===== config.mk =====
export PLATFORM = sky130hd
export DESIGN_NAME = text_date_to_epoch_seconds_unit
export DESIGN_NICKNAME = d
export VERILOG_FILES = /design/src/rtl/core/tdtes_pkg.sv /design/src/rtl/core/tdtes_front.sv /design/src/rtl/core/tdtes_queue.sv /design/src/rtl/core/tdtes_back.sv /design/src/rtl/core/text_date_to_epoch_seconds_unit.sv
export SDC_FILE = /design/constraint.sdc
export NUM_CORES = 1
export LEC_CHECK = 0
export BUFFER_PORTS_ARGS = -buffer_cell sky130_fd_sc_hd__buf_2
export CORE_ASPECT_RATIO = 0.9
export CORE_UTILIZATION = 35
export DETAILED_ROUTE_END_ITERATION = 6
export REMOVE_ABC_BUFFERS = 1
export SLEW_MARGIN = 15
export SYNTH_ARGS = -nofsm -noshare
export SYNTH_HDL_FRONTEND = slang
export SYNTH_SLANG_ARGS = --single-unit

===== constraint.sdc =====
create_clock -name clk -period 8.7 [get_ports clk]
set_input_delay 1.74 -clock clk [delete_from_list [all_inputs] [get_ports clk]]
set_output_delay 1.74 -clock clk [all_outputs]
set_load 0.02 [all_outputs]

===== src/rtl/core/tdtes_pkg.sv =====
// Shared types, constants and tables for the date text to epoch seconds unit.
`timescale 1ns / 1ps
package tdtes_pkg;

	localparam int YEAR_MIN         = 1970;
	localparam int YEAR_MAX         = 3000;
	localparam int NUMBER_MAX       = 9999;
	localparam int DAY_MAX          = 31;
	localparam int YEAR_CHARS       = 4;
	localparam int TOKEN_LEN_MAX    = 5;
	localparam int TOKEN_KEEP       = 3;
	localparam int SECONDS_PER_DAY  = 86400;
	// x / 100 == (x * 5243) >> 19 for all x below 43699
	localparam int RECIP_100        = 5243;
	localparam int RECIP_100_SHIFT  = 19;
	// leap days in 1..1969
	localparam int LEAPS_BEFORE_MIN = 477;
	localparam int QUEUE_DEPTH      = 2;

	localparam logic [1:0] STATUS_OK      = 2'd0;
	localparam logic [1:0] STATUS_MISSING = 2'd1;
	localparam logic [1:0] STATUS_RANGE   = 2'd2;

	typedef struct packed {
		logic [3:0]  month;
		logic [4:0]  day;
		logic [13:0] year;
	} date_t;

	typedef enum logic [2:0] {
		ST_IDLE,
		ST_DIV,
		ST_DAYS,
		ST_SECS,
		ST_OUT
	} back_state_t;

	// lowercase three-letter abbreviation to month number, 0 when no match
	function automatic logic [3:0] month_code(input logic [23:0] letters);
		logic [3:0] m;
		case (letters)
			"jan": m = 4'd1;
			"feb": m = 4'd2;
			"mar": m = 4'd3;
			"apr": m = 4'd4;
			"may": m = 4'd5;
			"jun": m = 4'd6;
			"jul": m = 4'd7;
			"aug": m = 4'd8;
			"sep": m = 4'd9;
			"oct": m = 4'd10;
			"nov": m = 4'd11;
			"dec": m = 4'd12;
			default: m = 4'd0;
		endcase
		return m;
	endfunction

	function automatic logic [8:0] days_before_month(input logic [3:0] month);
		logic [8:0] d;
		case (month)
			4'd1:  d = 9'd0;
			4'd2:  d = 9'd31;
			4'd3:  d = 9'd59;
			4'd4:  d = 9'd90;
			4'd5:  d = 9'd120;
			4'd6:  d = 9'd151;
			4'd7:  d = 9'd181;
			4'd8:  d = 9'd212;
			4'd9:  d = 9'd243;
			4'd10: d = 9'd273;
			4'd11: d = 9'd304;
			4'd12: d = 9'd334;
			default: d = 9'd0;
		endcase
		return d;
	endfunction

endpackage


===== src/rtl/core/tdtes_front.sv =====
// Tokenizer: takes characters, tracks month, day and year, pushes a date at end of text.
`timescale 1ns / 1ps
module tdtes_front (
	input  logic                  clk,
	input  logic                  arst_n,
	input  logic                  in_valid,
	output logic                  in_ready,
	input  logic                  command,
	input  logic [7:0]            character,
	input  logic                  queue_full,
	output logic                  push,
	output tdtes_pkg::date_t      push_data
);
	import tdtes_pkg::*;

	logic [3:0]  month_q;
	logic [4:0]  day_q;
	logic [13:0] year_q;
	logic [2:0]  tok_len_q;
	logic [7:0]  tok_letters_q [TOKEN_KEEP];
	logic        tok_alpha_q;
	logic [13:0] tok_num_q;
	logic        digits_ended_q;

	logic        accept;
	logic        is_upper;
	logic        is_letter;
	logic        is_digit;
	logic [7:0]  lower_char;
	logic        char_step;
	logic        close_step;
	logic        eff_alpha;
	logic [16:0] num_next;
	logic [3:0]  match_month;
	logic [3:0]  close_month;
	logic [4:0]  close_day;
	logic [13:0] close_year;

	assign in_ready  = !command || !queue_full;
	assign accept    = in_valid && in_ready;
	assign is_upper  = (character >= "A") && (character <= "Z");
	assign is_letter = is_upper || ((character >= "a") && (character <= "z"));
	assign is_digit  = (character >= "0") && (character <= "9");
	assign lower_char = is_upper ? character + 8'd32 : character;

	assign char_step  = accept && !command && (is_letter || is_digit);
	assign close_step = accept && (command || !(is_letter || is_digit));

	// first character of a token decides whether it is alphabetic
	assign eff_alpha = (tok_len_q == 3'd0) ? is_letter : tok_alpha_q;
	assign num_next  = 17'(tok_num_q) * 17'd10 + 17'(character - "0");

	assign match_month = month_code({tok_letters_q[0], tok_letters_q[1], tok_letters_q[2]});

	always_comb begin
		close_month = month_q;
		close_day   = day_q;
		close_year  = year_q;
		if (tok_len_q != 3'd0) begin
			if (tok_alpha_q) begin
				if (tok_len_q >= 3'(TOKEN_KEEP) && match_month != 4'd0)
					close_month = match_month;
			end else if (tok_len_q == 3'(YEAR_CHARS)) begin
				close_year = tok_num_q;
			end else if (tok_num_q >= 14'd1 && tok_num_q <= 14'(DAY_MAX)) begin
				close_day = tok_num_q[4:0];
			end
		end
	end

	assign push            = accept && command;
	assign push_data.month = close_month;
	assign push_data.day   = close_day;
	assign push_data.year  = close_year;

	always_ff @(posedge clk or negedge arst_n) begin
		if (!arst_n) begin
			month_q        <= '0;
			day_q          <= '0;
			year_q         <= '0;
			tok_len_q      <= '0;
			tok_alpha_q    <= 1'b0;
			tok_num_q      <= '0;
			digits_ended_q <= 1'b0;
			for (int i = 0; i < TOKEN_KEEP; i++)
				tok_letters_q[i] <= '0;
		end else if (close_step) begin
			if (command) begin
				month_q <= '0;
				day_q   <= '0;
				year_q  <= '0;
			end else begin
				month_q <= close_month;
				day_q   <= close_day;
				year_q  <= close_year;
			end
			tok_len_q      <= '0;
			tok_alpha_q    <= 1'b0;
			tok_num_q      <= '0;
			digits_ended_q <= 1'b0;
			for (int i = 0; i < TOKEN_KEEP; i++)
				tok_letters_q[i] <= '0;
		end else if (char_step) begin
			tok_alpha_q <= eff_alpha;
			for (int i = 0; i < TOKEN_KEEP; i++) begin
				if (tok_len_q == 3'(i))
					tok_letters_q[i] <= lower_char;
			end
			if (!eff_alpha && !digits_ended_q) begin
				if (is_digit) begin
					if (num_next > 17'(NUMBER_MAX))
						tok_num_q <= 14'(NUMBER_MAX);
					else
						tok_num_q <= num_next[13:0];
				end else begin
					digits_ended_q <= 1'b1;
				end
			end
			if (tok_len_q < 3'(TOKEN_LEN_MAX))
				tok_len_q <= tok_len_q + 3'd1;
		end
	end

endmodule


===== src/rtl/core/tdtes_queue.sv =====
// Short FIFO of finished dates between tokenizer and converter.
`timescale 1ns / 1ps
module tdtes_queue #(
	parameter int Depth = tdtes_pkg::QUEUE_DEPTH
) (
	input  logic             clk,
	input  logic             arst_n,
	input  logic             push,
	input  tdtes_pkg::date_t push_data,
	input  logic             pop,
	output tdtes_pkg::date_t pop_data,
	output logic             full,
	output logic             empty
);
	import tdtes_pkg::*;

	localparam int PtrW = (Depth > 1) ? $clog2(Depth) : 1;
	localparam int CntW = $clog2(Depth + 1);

	date_t            mem_q [Depth];
	logic [PtrW-1:0]  wr_ptr_q;
	logic [PtrW-1:0]  rd_ptr_q;
	logic [CntW-1:0]  count_q;
	logic             do_push;
	logic             do_pop;

	assign full     = (count_q == CntW'(Depth));
	assign empty    = (count_q == '0);
	assign do_push  = push && !full;
	assign do_pop   = pop && !empty;
	assign pop_data = mem_q[rd_ptr_q];

	always_ff @(posedge clk) begin
		if (do_push)
			mem_q[wr_ptr_q] <= push_data;
	end

	always_ff @(posedge clk or negedge arst_n) begin
		if (!arst_n) begin
			wr_ptr_q <= '0;
			rd_ptr_q <= '0;
			count_q  <= '0;
		end else begin
			if (do_push)
				wr_ptr_q <= (wr_ptr_q == PtrW'(Depth - 1)) ? '0 : wr_ptr_q + PtrW'(1);
			if (do_pop)
				rd_ptr_q <= (rd_ptr_q == PtrW'(Depth - 1)) ? '0 : rd_ptr_q + PtrW'(1);
			if (do_push && !do_pop)
				count_q <= count_q + CntW'(1);
			else if (do_pop && !do_push)
				count_q <= count_q - CntW'(1);
		end
	end

endmodule


===== src/rtl/core/tdtes_back.sv =====
// Converter: turns one date into status and seconds since 1970 through a sequence of states.
`timescale 1ns / 1ps
module tdtes_back (
	input  logic             clk,
	input  logic             arst_n,
	input  logic             queue_empty,
	input  tdtes_pkg::date_t pop_data,
	output logic             pop,
	output logic             out_valid,
	input  logic             out_ready,
	output logic [1:0]       status,
	output logic [34:0]      epoch_seconds
);
	import tdtes_pkg::*;

	back_state_t state_q;
	back_state_t state_d;

	date_t       rec_q;
	logic [6:0]  pq100_q;
	logic [6:0]  yq100_q;
	logic [1:0]  status_q;
	logic [18:0] days_q;
	logic [34:0] epoch_q;

	logic [13:0] prev_year;
	logic [26:0] prod_p;
	logic [26:0] prod_y;
	logic [1:0]  status_d;
	logic [13:0] y100;
	logic        div100;
	logic        leap;
	logic        leap_add;
	logic [10:0] year_off;
	logic [19:0] days20;
	logic [35:0] secs_prod;

	assign prev_year = rec_q.year - 14'd1;
	assign prod_p    = 27'(prev_year) * 27'(RECIP_100);
	assign prod_y    = 27'(rec_q.year) * 27'(RECIP_100);

	always_comb begin
		if (rec_q.month == 4'd0 || rec_q.day == 5'd0 || rec_q.year == 14'd0)
			status_d = STATUS_MISSING;
		else if (rec_q.year < 14'(YEAR_MIN) || rec_q.year > 14'(YEAR_MAX))
			status_d = STATUS_RANGE;
		else
			status_d = STATUS_OK;
	end

	// Gregorian leap rule from the registered quotient by 100
	assign y100     = 14'(yq100_q) * 14'd100;
	assign div100   = (rec_q.year == y100);
	assign leap     = (rec_q.year[1:0] == 2'd0 && !div100) || (div100 && yq100_q[1:0] == 2'd0);
	assign leap_add = (rec_q.month >= 4'd3) && leap;
	assign year_off = 11'(rec_q.year - 14'(YEAR_MIN));

	// only meaningful when the status is ok; other values are masked later
	assign days20 = 20'(year_off) * 20'd365
	              + 20'(prev_year[13:2]) + 20'(pq100_q[6:2]) - 20'(pq100_q)
	              - 20'(LEAPS_BEFORE_MIN)
	              + 20'(days_before_month(rec_q.month)) + 20'(leap_add)
	              + 20'(rec_q.day) - 20'd1;

	assign secs_prod = 36'(days_q) * 36'(SECONDS_PER_DAY);

	always_comb begin
		state_d = state_q;
		case (state_q)
			ST_IDLE: if (!queue_empty) state_d = ST_DIV;
			ST_DIV:  state_d = ST_DAYS;
			ST_DAYS: state_d = ST_SECS;
			ST_SECS: state_d = ST_OUT;
			ST_OUT:  if (out_ready) state_d = ST_IDLE;
			default: state_d = ST_IDLE;
		endcase
	end

	always_comb begin
		pop       = 1'b0;
		out_valid = 1'b0;
		case (state_q)
			ST_IDLE: pop = !queue_empty;
			ST_OUT:  out_valid = 1'b1;
			default: begin
				pop       = 1'b0;
				out_valid = 1'b0;
			end
		endcase
	end

	always_ff @(posedge clk or negedge arst_n) begin
		if (!arst_n)
			state_q <= ST_IDLE;
		else
			state_q <= state_d;
	end

	always_ff @(posedge clk) begin
		if (pop)
			rec_q <= pop_data;
		if (state_q == ST_DIV) begin
			pq100_q  <= prod_p[RECIP_100_SHIFT +: 7];
			yq100_q  <= prod_y[RECIP_100_SHIFT +: 7];
			status_q <= status_d;
		end
		if (state_q == ST_DAYS)
			days_q <= days20[18:0];
		if (state_q == ST_SECS)
			epoch_q <= (status_q == STATUS_OK) ? secs_prod[34:0] : '0;
	end

	assign status        = status_q;
	assign epoch_seconds = epoch_q;

endmodule


===== src/rtl/core/text_date_to_epoch_seconds_unit.sv =====
// Top level of the date text to epoch seconds unit.
`timescale 1ns / 1ps
// Characters of a date text enter one per cycle with command low; any byte that is
// not an ASCII letter or digit separates tokens. Command high marks the end of the
// text: the pending token is closed, the collected month, day and year go into a
// queue of QueueDepth dates, and the tokenizer starts over at once. Characters never
// stall; an end marker waits only while the queue is full. A separate converter
// takes one date at a time and steps through dequeue, quotient by 100 through a
// reciprocal multiply, day count, multiply by 86400 and output, which waits for
// ready before the next date is taken. Status is 0 for a valid date, 1 when
// month, day or year is missing, 2 for a year outside 1970..3000; epoch_seconds is
// zero unless status is 0. Days past the end of a month roll into the next month.
module text_date_to_epoch_seconds_unit #(
	parameter int QueueDepth = tdtes_pkg::QUEUE_DEPTH
) (
	input  logic        clk,
	input  logic        arst_n,
	input  logic        in_valid,
	output logic        in_ready,
	input  logic        command,
	input  logic [7:0]  character,
	output logic        out_valid,
	input  logic        out_ready,
	output logic [1:0]  status,
	output logic [34:0] epoch_seconds
);
	import tdtes_pkg::*;

	date_t push_data;
	date_t pop_data;
	logic  push;
	logic  pop;
	logic  queue_full;
	logic  queue_empty;

	tdtes_front u_front (
		.clk        (clk),
		.arst_n     (arst_n),
		.in_valid   (in_valid),
		.in_ready   (in_ready),
		.command    (command),
		.character  (character),
		.queue_full (queue_full),
		.push       (push),
		.push_data  (push_data)
	);

	tdtes_queue #(
		.Depth (QueueDepth)
	) u_queue (
		.clk       (clk),
		.arst_n    (arst_n),
		.push      (push),
		.push_data (push_data),
		.pop       (pop),
		.pop_data  (pop_data),
		.full      (queue_full),
		.empty     (queue_empty)
	);

	tdtes_back u_back (
		.clk           (clk),
		.arst_n        (arst_n),
		.queue_empty   (queue_empty),
		.pop_data      (pop_data),
		.pop           (pop),
		.out_valid     (out_valid),
		.out_ready     (out_ready),
		.status        (status),
		.epoch_seconds (epoch_seconds)
	);

endmodule

# == Word-level counts from Yosys, hierarchy flattened ==
# Memories as Yosys holds them, arrays and structs flattened. A register that Yosys moved wholly into a read port is not among the register bits.
# Index checks and enable logic that the tools add are counted.
# word_totals
reg_bits,143
ramBits,46
romBits,144
out_inout_bits,39
mem_count,2
# classes
addsub,18
n_mul,6
n_lt_le_gt_ge,14
eq_ne,24
n_mux,47
n_reduce_logical,61
# memory_table
name,words,word_bits,read_ports,rd_clocked_by_memory_dff,write_ports,line_no,source
(name not given),16,9,1,0,0,tdtes_pkg.sv:61,case (month)
u_queue.mem_q,2,23,1,1,1,tdtes_queue.sv:20,date_t mem_q [Depth];
# ops
operator,n
== test 24 x 23 -> 1 bit (second input constant),12
2-to-1 mux 14 bit,9
multiplier 14 x 13 -> 26 bit (second input constant),2
2-to-1 mux 24 bit,2
case mux 4 bit (12 select lines),1
adder 19 x 5 -> 19 bit,2
2-to-1 mux 8 bit,4
multiplier 19 x 10 -> 28 bit (second input constant),1
2-to-1 mux 5 bit,5
adder 19 x 1 -> 19 bit,1
adder 19 x 12 -> 19 bit,1
adder 19 x 9 -> 19 bit,1
multiplier 11 x 9 -> 19 bit (second input constant),1
subtractor 19 x 1 -> 19 bit (second input constant),1
subtractor 19 x 7 -> 19 bit,1
subtractor 19 x 9 -> 19 bit (second input constant),1
logical AND 1 bit,18
adder 17 bit,1
greater-than comparator 17 x 14 -> 1 bit (second input constant),1
greater-or-equal comparator 8 x 7 -> 1 bit (second input constant),2
less-or-equal comparator 8 x 7 -> 1 bit (second input constant),2
multiplier 14 x 3 -> 16 bit (second input constant),1
2-to-1 mux 4 bit,4
nonzero test 2 bit,8
other kinds (39),88

# == Longest topological paths before layout ==
# depth
depth_word,10
mapped_depth,34
ltp_nobuf,34

# == Hierarchy ==
# From an unflattened synthesis, not the netlist that was laid out.
# unflattened
cells_unflattened,2403
area_unflattened_um2,25165.4
# by_module_without_submodules
module,instances,cells_each,area_each_um2,seq_area_each_um2
tdtes_back,1,1754,17977.2,2837.7
tdtes_front,1,558,5228.8,1651.6
tdtes_queue,1,91,1959.4,1481.4

# == Worst setup path after synthesis ==
# Ideal clock, no wire load.
# synth_timing
kind,flip-flop to flip-flop
startpoint,reg u_back.yq100_q[2]
endpoint,"reg u_back.days_q[17], data pin"
setup_time_ns,0.258
arrival_ns,7.237
required_ns,8.442
path_slack_ns,1.205
path_stages_with_launch,30
path_buffers,0
period_less_slack_ns,7.495
path_cell_list,edfxtp_1 ha_1 ha_1 fa_1 ha_1 a21o_1 a21o_1 a21oi_1 o21ai_0 xnor2_1 nand4_1 o311ai_0 fa_1 fa_1 inv_1 ha_1 inv_1 fa_1 fa_1 fa_1 inv_1 fa_1 a21o_1 a21oi_1 o21bai_1 a31oi_1 o211ai_1 a31o_2 a21oi_1 xnor2_1
# synth_between
elab_chain_cells,9
# synth_rtl
element,line_no,source
"start, declared",tdtes_back.sv:21,logic [6:0] yq100_q;
"start signal, assigned",tdtes_back.sv:104,yq100_q <= prod_y[RECIP_100_SHIFT +: 7];
multiplier 7 x 5 -> 12 bit *,tdtes_back.sv:52,assign y100 = 14'(yq100_q) * 14'd100;
== test 14 bit *,tdtes_back.sv:53,assign div100 = (rec_q.year == y100);
zero test 1 bit,tdtes_back.sv:54,assign leap = (rec_q.year[1:0] == 2'd0 && !div100) || (div100 && yq100_q[1:0] == 2'd0);
logical AND 1 bit,tdtes_back.sv:54,
logical OR 1 bit *,tdtes_back.sv:54,
logical AND 1 bit *,tdtes_back.sv:55,assign leap_add = (rec_q.month >= 4'd3) && leap;
adder 19 x 1 -> 19 bit *,tdtes_back.sv:62,+ 20'(days_before_month(rec_q.month)) + 20'(leap_add)
adder 19 x 5 -> 19 bit *,tdtes_back.sv:63,+ 20'(rec_q.day) - 20'd1;
subtractor 19 x 1 -> 19 bit *,tdtes_back.sv:63,
named net u_back.days20[17],tdtes_back.sv:35,logic [19:0] days20;
"end signal, assigned",tdtes_back.sv:108,days_q <= days20[18:0];
"end, declared",tdtes_back.sv:23,logic [18:0] days_q;
# The timed path passes the listed nets; every way through them passes the cells marked *.
# A chain may end at the register's enable or synchronous reset.

# == Worst setup path in the final report ==
# layout_timing
startpoint,reg u_back.yq100_q[2]
endpoint,"reg u_back.days_q[15], data pin"
# The elaborated chain is that of the path after synthesis.

==> results.sh <==
export IMPL_die_area_um2=72000
export IMPL_initial_antenna_violation_count=2
export IMPL_vias_in_the_first_global_route=17600
export IMPL_synthDistinctLibCells=78
export IMPL_first_pass_grt_wire_length_mm=88.1
export IMPL_numCtsBuffers=24
export IMPL_crit_top_cell="fa_1"
export IMPL_min_path_type="reg2reg"
export IMPL_post_dp_hpwl_mm=43.5
export IMPL_drt_pass1_iterations=5
export IMPL_critPathMaxFanout=3
export IMPL_postCtsHoldBufs=0
export IMPL_layout_cell_share_with_drive_strength_beyond_1_pct=7.56
export IMPL_slew_headroom_pct=22.3
export IMPL_rsz0062_at_grt="false"
export IMPL_finalMaxSlewViolations=0
export IMPL_cts_tree="yes"
export IMPL_clock_insertion_delay_worst_skew_ns=0.56
export IMPL_grtUsageMet3_pct=1.91
export IMPL_slowest_delay_ns=0.51
export IMPL_cts_htree_levels=1
export IMPL_antenna_cells=0
export IMPL_setup_worst_path_class="reg2reg"
export IMPL_worst_ep_required_time_ns=9.01
export IMPL_setup_violations_final=0
export IMPL_final_common_cell="inv_1"
export IMPL_endpoint_kind="flip-flop"
export IMPL_final_cell_mix="519 x inv_1, 481 x ha_1, 237 x fa_1"
export IMPL_port_buffers=44
export IMPL_io_pin_count=52
export IMPL_fillers=6892
export IMPL_cp_data_arrival_time_ns=8.49
export IMPL_avgRoutedWirePerCell_um=15.2
export IMPL_yosys_warnings=0
export IMPL_core_area_um2=70100
export IMPL_crit_path_top_delay_cell="fa_1"
export IMPL_layout_worst_path_cycle_share_pct=94.0
export IMPL_synth_seq_cells=205
export IMPL_cts_root_buf="clkbuf_16"
export IMPL_global_route_usage_total_pct=15.1
export IMPL_gp_congestion=0.893
export IMPL_final_net_count=3212
export IMPL_fin_crit_ns=8.18
export IMPL_syn_to_final_growth_pct=9.17
export IMPL_synth_edf_count=132
export IMPL_clock_sinks=205
export IMPL_routed_wl_mm=52.3
export IMPL_finalHoldViolations=0
export IMPL_syn_area_um2=24800
export IMPL_crit_path_start_kind="flip-flop"
export IMPL_worstSetupEndpoint="u_back.days_q[15]"
export IMPL_highest_clock_rate_mhz=122
export IMPL_slew_at_the_pin_closest_to_its_max_slew_limit_ns=1.16
export IMPL_route_detailed_vias_per_inst=4.87
export IMPL_grt_met1_usage_pct=20.5
export IMPL_clock_transition_at_the_registers_of_the_reported_paths_ns=0.07
export IMPL_drc=0
export IMPL_post_synth_cell_area_avg_um2=10.2
export IMPL_post_synth_inst_count=2423
export IMPL_postSynth_asyncResetShare_pct=35.6
export IMPL_maxCapViolations=0
export IMPL_register_to_register_path_setup_slack_ns=0.52
export IMPL_globalRoute_totalOverflow=0
export IMPL_cts_max_path_buffers=3
export IMPL_proportion_of_synthesized_chip_area_in_sequential_cells_pct=23.3
export IMPL_grt_start_max_net_pins=74
export IMPL_floorplan_die_width_um=283
export IMPL_drtAntennaViolNets=0
export IMPL_synth_main_ff_cell="edfxtp_1"
export IMPL_die_h_um=255
export IMPL_cts_repair_timing_setup_buffer_count=0
export IMPL_status="finished, final reports clean"
export IMPL_rr_worst_depth=29
export IMPL_destination_of_the_worst_register_to_register_timing_path="u_back.days_q[15]"
export IMPL_reg2reg_from="u_back.yq100_q[2]"
export IMPL_start_util_pct=35.4
export IMPL_totalNegativeSetupSlack_ns=0
export IMPL_fp_row_count=92
export IMPL_grtUsageMet2_pct=25.8
export IMPL_clock_skew_ns=0.00983
export IMPL_gr_peak_layer="met2"
export IMPL_via_count=16800
export IMPL_timing_critical_path_from="u_back.yq100_q[2]"
export IMPL_initialDrtViolationCount=739
-- per-layer routing --
layer / part of all wire [%] / up-vias
met5: 0.015 / -
met4: 1.6 / 2
met3: 3.4 / 59
met2: 48 / 222
met1: 47 / 8275
li1: - / 8198
-- registers in the layout, indices dropped and copies added, names as in the netlist, 2 cells and up --
| register | count |
|---|---|
| u_back.state_q | 3 |
| u_front.tok_num_q | 14 |
| u_front.tok_len_q | 3 |
| u_queue.mem_q | 46 |
| u_front.year_q | 14 |
| u_back.status | 2 |
| u_back.yq100_q | 7 |
| u_front.tok_letters_q | 24 |
| u_back.days_q | 19 |
| u_back.rec_q | 23 |
| u_back.epoch_seconds | 28 |
| u_queue.count_q | 2 |
| u_front.day_q | 5 |
| u_front.month_q | 4 |
| u_back.pq100_q | 7 |
-- layout make-up --
class / instances / area, um^2 / area share (%)
Tap cell: 940 / 1180 / 4.34
Inverter: 519 / 1950 / 7.19
Sequential cell: 205 / 5790 / 21.4
Clock inverter: 13 / 206 / 0.762
Clock buffer: 31 / 657 / 2.42
Timing Repair Buffer: 60 / 343 / 1.27
Multi-Input combinational cell: 1671 / 17000 / 62.6
-- worst min-delay path by stage --
| stage | startpoint | to | slack (ns) | cells after the start |
|---|---|---|---|---|
| floorplan | u_front.year_q[0] | u_front.year_q[0] | 0.44 | 2 |
| global placement | u_front.year_q[5] | u_front.year_q[5] | 0.46 | 2 |
| detailed placement | u_front.year_q[11] | u_front.year_q[11] | 0.47 | 2 |
| CTS | u_front.year_q[4] | u_front.year_q[4] | 0.48 | 2 |
| global route | u_front.digits_ended_q | u_front.digits_ended_q | 0.50 | 1 |
| finish | u_front.year_q[4] | u_front.year_q[4] | 0.48 | 2 |
-- logic make-up after synthesis --
| family | after synthesis | synth area share (%) |
|---|---|---|
| fa+ha+maj | 718 | 43.4 |
| compound gates | 326 | 8.47 |
| mux | 72 | 3.29 |
| flops | 205 | 23.3 |
| simple gates | 413 | 8.29 |
| xor+xnor | 135 | 4.76 |
| buf+inv | 553 | 8.48 |
| other cells | 1 | 0.0151 |
-- per-stage QoR --
step                      cells  hold slack, ns  instance area [um^2]  setup WS [ns]  utilization [%]
after floorplan            2395           0.444                 24700           1.20                -
after CTS                  3439           0.484                 27100          0.468             38.6
after global placement     3395           0.456                 26200          0.528             37.4
after global routing       3439           0.504                 27100         0.0618             38.7
final                      3439           0.478                 27100          0.523             38.7
after detailed placement   3395           0.470                 26200          0.500             37.4
-- critical path, delay by kind of cell, from the launching register on --
kind	cells	cell delay, ns
compound gates	12	2.42
flops	1	0.43
fa+ha+maj	11	4.58
buf+inv	3	0.15
simple gates	1	0.12
xor+xnor	2	0.22
-- cell usage after synthesis, drive strengths merged (5+ instances only) --
master / n / share of area [%]
inv: 519 / 7.8
ha: 481 / 24
fa: 237 / 19
edfxtp: 132 / 16
nand2: 125 / 1.9
xnor2: 100 / 3.5
a21oi: 88 / 1.8
nor2: 87 / 1.3
o21ai: 75 / 1.5
dfrtp: 73 / 7.4
mux2: 67 / 3.0
nor3: 42 / 0.85
xor2: 35 / 1.2
a21o: 31 / 0.94
nand3: 27 / 0.54
clkbuf: 24 / 0.36
and2: 20 / 0.50
nand2b: 20 / 0.50
o21a: 18 / 0.54
a211oi: 14 / 0.42
a31oi: 14 / 0.35
nor4: 14 / 0.35
nor2b: 11 / 0.28
o211ai: 11 / 0.33
buf: 10 / 0.27
o21bai: 10 / 0.30
nand4: 9 / 0.23
and3: 8 / 0.20
nand3b: 7 / 0.26
nor3b: 7 / 0.21
or2: 7 / 0.18
o31ai: 6 / 0.18
or4: 6 / 0.18
nand4b: 5 / 0.18
or4b: 5 / 0.20
-- repair_timing --
action                     CTS  global route
setup endpoints to repair    0             1
resized for setup            0             1
hold endpoints to repair     0             0
Power is left out: the tool's default activity adds up to more than one toggle a clock period on the data nets, which glitch-free logic cannot reach.
